[src/rtl/fcld_pkg.sv]
// Shared types, constants and fixed-point helpers for the flow closed-loop decision unit.
package fcld_pkg;

    localparam int COUNT_WIDTH = 32;
    localparam int FRAC_BITS   = 16;
    localparam int FIELD_W     = 32;
    localparam int CNT_W       = (COUNT_WIDTH < FIELD_W) ? COUNT_WIDTH : FIELD_W;
    localparam int VAL_W       = 32;
    localparam int PROB_W      = FRAC_BITS + 1;
    localparam int SUM_W       = VAL_W + 1;
    localparam int THR_W       = PROB_W + 7;
    localparam int ADDR_W      = 3;
    localparam int DATA_W      = 32;

    localparam logic [VAL_W-1:0] FX_ONE       = VAL_W'(64'd1 << FRAC_BITS);
    localparam logic [VAL_W-1:0] SAT_VAL      = '1;
    localparam logic [THR_W-1:0] CLOSED_LIMIT = THR_W'(64'd99 << FRAC_BITS);
    localparam logic [THR_W-1:0] OPEN_LIMIT   = THR_W'(64'd1 << FRAC_BITS);
    localparam logic [THR_W-1:0] PERCENT      = THR_W'(100);

    typedef enum logic [1:0] {
        DEC_NONE   = 2'd0,
        DEC_CLOSED = 2'd1,
        DEC_OPEN   = 2'd2,
        DEC_DUP    = 2'd3
    } decision_t;

    typedef enum logic [0:0] {
        REG_RETX_MISS = 1'b0,
        REG_MAX_DUP   = 1'b1
    } reg_index_t;

    typedef struct packed {
        logic [FIELD_W-1:0] data_count;
        logic [FIELD_W-1:0] dup_count;
        logic [FIELD_W-1:0] retx_count;
        logic [FIELD_W-1:0] non_retx_count;
    } in_item_t;

    typedef struct packed {
        decision_t         decision;
        logic [PROB_W-1:0] closed_pow;
        logic [VAL_W-1:0]  p_open;
        logic [PROB_W-1:0] weight;
        logic [VAL_W-1:0]  ratio;
    } out_item_t;

    typedef struct packed {
        logic             data_zero;
        logic [CNT_W-1:0] retx;
        logic [CNT_W-1:0] nretx;
    } side_t;

    typedef struct packed {
        logic              data_zero;
        logic              exceed;
        logic [VAL_W-1:0]  ratio;
        logic [PROB_W-1:0] closed_pow;
        logic [VAL_W-1:0]  p_open;
    } pow_res_t;

    function automatic logic [VAL_W-1:0] fx_mul(input logic [VAL_W-1:0] a,
                                                input logic [VAL_W-1:0] b);
        logic [2*VAL_W-1:0] prod;
        logic [2*VAL_W-1:0] shifted;
        prod    = (2*VAL_W)'(a) * (2*VAL_W)'(b);
        shifted = prod >> FRAC_BITS;
        return (|shifted[2*VAL_W-1:VAL_W]) ? SAT_VAL : shifted[VAL_W-1:0];
    endfunction

endpackage

[src/rtl/fcld_weight.sv]
// Pipelined closed-weight divider and final classification stage.
module fcld_weight import fcld_pkg::*; (
    input  logic      clk,
    input  logic      rst_n,
    input  logic      en,
    input  logic      in_valid,
    input  pow_res_t  in_res,
    output logic      out_valid,
    output out_item_t out_item
);

    localparam int QW = PROB_W;
    localparam int NW = PROB_W + FRAC_BITS;

    logic             valid_reg [0:QW];
    pow_res_t         res_reg   [0:QW];
    logic [SUM_W-1:0] sum_reg   [0:QW];
    logic [SUM_W-1:0] rem_reg   [0:QW];
    logic [QW-1:0]    num_reg   [0:QW];
    logic [QW-1:0]    quo_reg   [0:QW];
    logic             out_valid_reg;
    out_item_t        out_item_reg;

    logic [NW-1:0]    num_full;
    logic [SUM_W-1:0] sum_in;

    always_comb
    begin
        num_full = {in_res.closed_pow, {FRAC_BITS{1'b0}}};
        sum_in   = SUM_W'(in_res.closed_pow) + SUM_W'(in_res.p_open);
    end

    always_ff @(posedge clk or negedge rst_n)
    begin
        if (!rst_n)
        begin
            valid_reg[0] <= 1'b0;
        end
        else if (en)
        begin
            valid_reg[0] <= in_valid;
        end
    end

    always_ff @(posedge clk)
    begin
        if (en)
        begin
            res_reg[0] <= in_res;
            sum_reg[0] <= sum_in;
            rem_reg[0] <= SUM_W'(num_full[NW-1:QW]);
            num_reg[0] <= num_full[QW-1:0];
            quo_reg[0] <= '0;
        end
    end

    for (genvar k = 0; k < QW; k++)
    begin : g_stage
        logic [SUM_W:0] trial;
        logic           take;

        assign trial = {rem_reg[k], num_reg[k][QW-1]};
        assign take  = (trial >= {1'b0, sum_reg[k]});

        always_ff @(posedge clk or negedge rst_n)
        begin
            if (!rst_n)
            begin
                valid_reg[k+1] <= 1'b0;
            end
            else if (en)
            begin
                valid_reg[k+1] <= valid_reg[k];
            end
        end

        always_ff @(posedge clk)
        begin
            if (en)
            begin
                res_reg[k+1] <= res_reg[k];
                sum_reg[k+1] <= sum_reg[k];
                rem_reg[k+1] <= take ? SUM_W'(trial - {1'b0, sum_reg[k]})
                                     : trial[SUM_W-1:0];
                num_reg[k+1] <= num_reg[k] << 1;
                quo_reg[k+1] <= {quo_reg[k][QW-2:0], take};
            end
        end
    end

    logic [PROB_W-1:0] w;
    logic [THR_W-1:0]  w100;
    pow_res_t          fin;
    out_item_t         item_next;

    always_comb
    begin
        fin  = res_reg[QW];
        w    = (sum_reg[QW] == '0) ? '0 : quo_reg[QW];
        w100 = THR_W'(w) * PERCENT;
        item_next = '0;
        if (fin.data_zero)
        begin
            item_next = '0;
        end
        else if (fin.exceed)
        begin
            item_next.decision = DEC_DUP;
            item_next.p_open   = FX_ONE;
            item_next.ratio    = fin.ratio;
        end
        else
        begin
            item_next.closed_pow = fin.closed_pow;
            item_next.p_open     = fin.p_open;
            item_next.weight     = w;
            item_next.ratio      = fin.ratio;
            if (w100 > CLOSED_LIMIT)
            begin
                item_next.decision = DEC_CLOSED;
            end
            else if (w100 < OPEN_LIMIT)
            begin
                item_next.decision = DEC_OPEN;
            end
            else
            begin
                item_next.decision = DEC_NONE;
            end
        end
    end

    always_ff @(posedge clk or negedge rst_n)
    begin
        if (!rst_n)
        begin
            out_valid_reg <= 1'b0;
        end
        else if (en)
        begin
            out_valid_reg <= valid_reg[QW];
        end
    end

    always_ff @(posedge clk)
    begin
        if (en)
        begin
            out_item_reg <= item_next;
        end
    end

    assign out_valid = out_valid_reg;
    assign out_item  = out_item_reg;

endmodule

[config.mk]
export PLATFORM = sky130hd
export DESIGN_NAME = fcld_weight
export DESIGN_NICKNAME = d
export VERILOG_FILES = /design/src/rtl/fcld_pkg.sv /design/src/rtl/fcld_weight.sv
export SDC_FILE = /design/constraint.sdc
export NUM_CORES = 2
export LEC_CHECK = 0
export ABC_CLOCK_PERIOD_IN_PS = 7700
export BUFFER_PORTS_ARGS = -buffer_cell sky130_fd_sc_hd__buf_2
export CORE_MARGIN = 3
export CORE_UTILIZATION = 50
export CTS_CLUSTER_SIZE = 20
export DETAILED_ROUTE_END_ITERATION = 16
export PLACE_DENSITY = 0.66
export SLEW_MARGIN = 30
export SYNTH_ARGS = -nofsm -noshare
export SYNTH_HDL_FRONTEND = slang
export SYNTH_SLANG_ARGS = --single-unit
[constraint.sdc]
create_clock -name clk -period 7.7 [get_ports clk]
set_input_delay 0.385 -clock clk [delete_from_list [all_inputs] [get_ports clk]]
set_output_delay 0.385 -clock clk [all_outputs]
set_load 0.02 [all_outputs]
==> out/metrics.csv <==
stage,metric,value,unit
timing,finalSetupViolations,0,
detailed_routing,wl_per_cell,18.6,microns
detailed_routing,vias,67400,
timing,fmax,164,MHz
pwr,p_clk_share,28.1,%
pwr,seqPwrFrac,43.1,%
placed_design,pre_cts_ws,1.43,ns
global_route,grt_use_total,18.2,%
detailed_routing,drt_pass1_iterations,6,
timing,fin_worst_skew,0.0791,ns
pwr,internal-power,34.6,mW
hold_path,min_path_type,input port to register,
clock_tree,cts_buffer_depth,4,
timing,hold_viol,0,
timing,tns,0,ns
layout,drive_gt1_share,8.84,%
logic_synthesis,ys_warn_count,0,
layout,regArea,86600,sq um
logic_synthesis,yosysUniqueCellTypes,91,
pwr,netSwitchingFraction,30.6,%
global_route,grt_pass1_vias,67700,
detailed_routing,viasPerCell,5.38,
clock_tree,root_buffer,clkbuf_16,
logic_synthesis,synth_edf_count,2869,
die,die_area,253000,sq um
detailed_routing,met1_length,100,mm
layout,nets,9831,
hold_path,min_from,in_res[72],
die,start_util,50.5,%
run_status,status,"complete, no violations",
global_route,grt_first_pass_wirelength,367,mm
die,boundaryPins,188,
flow_run,maxCapViolCount,0,
timing,tightest_slew,1.06,ns
setup_path,cp_slowest_cell,nand2_1,
setup_path,crit_chain,nor4_1 > nand2_1 > nor4_1 > nand2_1 > and2_1 > ha_1 > ha_1 > fa_1 > ha_1 > nor2b_1 > o21a_1 > o21a_1 > o41ai_1 > o221ai_1 > a31oi_1 > mux2i_1 > nor4bb_1 > a211oi_1,
detailed_routing,drtIter0Drc,4708,
setup_path,critical_path.max_stage_delay,0.56,ns
logic_synthesis,syn_area_per_cell,14.4,sq um
timing,drv_slew,0,
global_route,grt_max_degree,204,
logic_synthesis,yosysSeqAreaShare,70.1,%
layout,multi_input_area,33500,sq um
detailed_routing,top_layer,met5,
detailed_routing,route.met3.wl,8.37,mm
clock_tree,cts_setup_buffers,0,
timing,setup_ws,1.61,ns
detailed_routing,drt.antenna.violating_nets,0,
setup_path,endpoint_kind,register,
pwr,max-vdd-ir-drop,0.235,mV
logic_synthesis,async_reset_ff_share,0.658,%
layout,largest_reg_flops,1494,
detailed_routing,wl_met2,116,mm
pwr,p_leak,53.7,nW
detailed_routing,drt-total-wl,233,mm
logic_synthesis,syn-num-nets,9342,
pwr,switching_power,15.3,mW
setup_path,r2r_cells,18,
clock_tree,cts_made_buffers,311,
logic_synthesis,syn_inst,8609,
die,fp.dieW,503,microns
clock_tree,cts.sinks,2888,
hold_path,hold-path-endpoint,res_reg[0][72],
hold_path,min_path_cells,2,
pwr,combPwrFrac,28.9,%
placed_design,dp_hpwl,162,mm
logic_synthesis,synth_top_area_share,69.7,%
timing,slew_headroom,28.5,%
clock_tree,path_clk_slew,0.06,ns
setup_path,critical_path_buf_inv_count,0,
setup_path,rrSetupSlack,1.61,ns
die,rows,181,
logic_synthesis,synth_area_leaders,"edfxtp_1, ha_1, inv_1",
layout,area_delta_synth_final,12.5,%
setup_path,cp.required,8.26,ns
clock_tree,htree_num_levels,5,
logic_synthesis,synth_area,124000,sq um
setup_path,arrival,6.64,ns
setup_path,r2r_start,sum_reg[17][23],
timing,timing.hold.ws,0.204,ns
global_route,antenna_found_initial,4,
layout,fillCellCount,19100,
setup_path,crit_path_max_fanout,21,
detailed_routing,remaining_drc_errors,0,
timing,rsz0062_at_grt,false,
clock_tree,clk_latency,0.92,ns
setup_path,critical_path.most_common_cell,ha_1,
setup_path,cpLargestDelayFamily,simple AND/OR/NAND/NOR gates,
setup_path,criticalPathCategory,register to register,
logic_synthesis,synth_top_cell_by_area,edfxtp_1,
die,dieHeight,503,microns
global_route,grt_overflow_total,0,
timing,finalCriticalPeriod,6.09,ns
clock_tree,cts_tree,built,
placed_design,io_buffers,187,
logic_synthesis,ys_seq_elements,2888,
timing,fin_crit_sh,79.0,%
setup_path,startpoint_type,register,
logic_synthesis,ys.flop_type,edfxtp_1,
setup_path,r2r_end,out_item[98],
die,core_area,245000,sq um
placed_design,gp_congestion,0.886,
pwr,pwr_density_cell,359,nW/um^2
power groups by stage:
stage	registers (mW)	logic (mW)	clock network (mW)
6_report	21.5	14.4	14.0
3_5_place_dp	21.8	14.3	0
3_3_place_gp	21.8	14.0	0
4_1_cts	21.5	14.4	14.4
2_1_floorplan	21.3	10.8	0
5_1_grt	21.7	16.1	15.1
synth_stat cells, drive strengths merged, types with 14 or more instances:
cell     number
dfrtp        19
or3          22
edfxtp     2869
nor3         97
or4          18
nor2b        91
o211a        14
a211oi       39
nand4        67
or2          24
a21oi       546
and2         84
o2111ai      16
fa           29
xor2        193
a2111oi      17
o21ai       516
buf          40
a211o        34
a21boi       22
nand2       592
nor4         29
a31oi        60
nor2        407
ha          617
a21o        242
and3         65
o211ai       31
o31ai        45
nand2b       87
mux2        102
nand3       123
o21bai       62
a31o         16
xnor2       257
inv         785
clkbuf      107
o21a         69
cell usage in the layout, fill, tap and decap left out, types with 23 or more instances in the layout:
cell	count
a211o_1	34
a211oi_1	39
a21o_1	242
a21oi_1	542
a31oi_1	54
and2_1	84
and3_1	65
buf_2	186
buf_4	26
bufinv_16	24
clkbuf_1	60
clkbuf_16	315
clkinv_1	67
clkinv_2	38
dlygate4sd3_1	87
edfxtp_1	2869
fa_1	29
ha_1	617
inv_1	785
mux2_2	91
nand2_1	592
nand2b_1	86
nand3_1	123
nand4_1	67
nor2_1	403
nor2b_1	91
nor3_1	97
nor4_1	29
o211ai_1	28
o21a_1	69
o21ai_0	486
o21ai_1	23
o21bai_1	62
o31ai_1	42
or2_2	24
xnor2_1	257
xor2_1	193
logic make-up after synthesis:
family / after synthesis / share of synthesized area [%]
buffers and inverters: 932 / 2.87
AOI/OAI and AO/OA: 1839 / 9.45
muxes: 105 / 0.966
and+or+nand+nor: 1749 / 6.71
adders and majority gates: 646 / 6.72
DFF: 2888 / 70.1
xor gates and xnor gates: 450 / 3.19
routing by layer:
metal / vias up / global-route usage [%]
met2: 1367 / 31.5
met1: 32600 / 23.4
li1: 32900 / -
met3: 497 / 2.50
met4: 2 / 6.79
met5: - / 0
final cells by class:
cell class	instances	area share, %
multi-input combinational	4789	24.1
inverter	785	2.12
tap	3202	2.88
antenna	3	0.00540
sequential	2888	62.3
clock buffer	377	5.85
timing repair buffer	323	1.78
clock inverter	152	1.02
how the worst max path moves through the flow:
stage               startpoint           end  slack [ns]  depth (start not counted)
2_1_floorplan   sum_reg[17][8]  out_item[98]        2.75                         19
3_3_place_gp   sum_reg[17][23]  out_item[98]        1.40                         18
3_5_place_dp   sum_reg[17][23]  out_item[98]        1.43                         18
4_1_cts        sum_reg[17][23]  out_item[98]        1.40                         18
5_1_grt        sum_reg[17][23]  out_item[98]        1.14                         18
6_report       sum_reg[17][23]  out_item[98]        1.61                         18
through the flow:
| stage | utilization (%) | area, sq um | cells | total power, mW |
|---|---|---|---|---|
| after floorplan | - | 124000 | 8609 | 32.1 |
| after global placement | 52.6 | 129000 | 11900 | 35.8 |
| after detailed placement | 52.6 | 129000 | 11900 | 36.1 |
| after CTS | 56.8 | 139000 | 12500 | 50.3 |
| after global routing | 56.9 | 139000 | 12500 | 52.9 |
| final | 56.9 | 139000 | 12500 | 49.9 |
timing repair:
action	in CTS	in global routing
endpoints found under the hold margin	142	0
gates resized for setup	0	0
hold buffers	87	0
No activity file was read; power rests on OpenSTA's default activity.
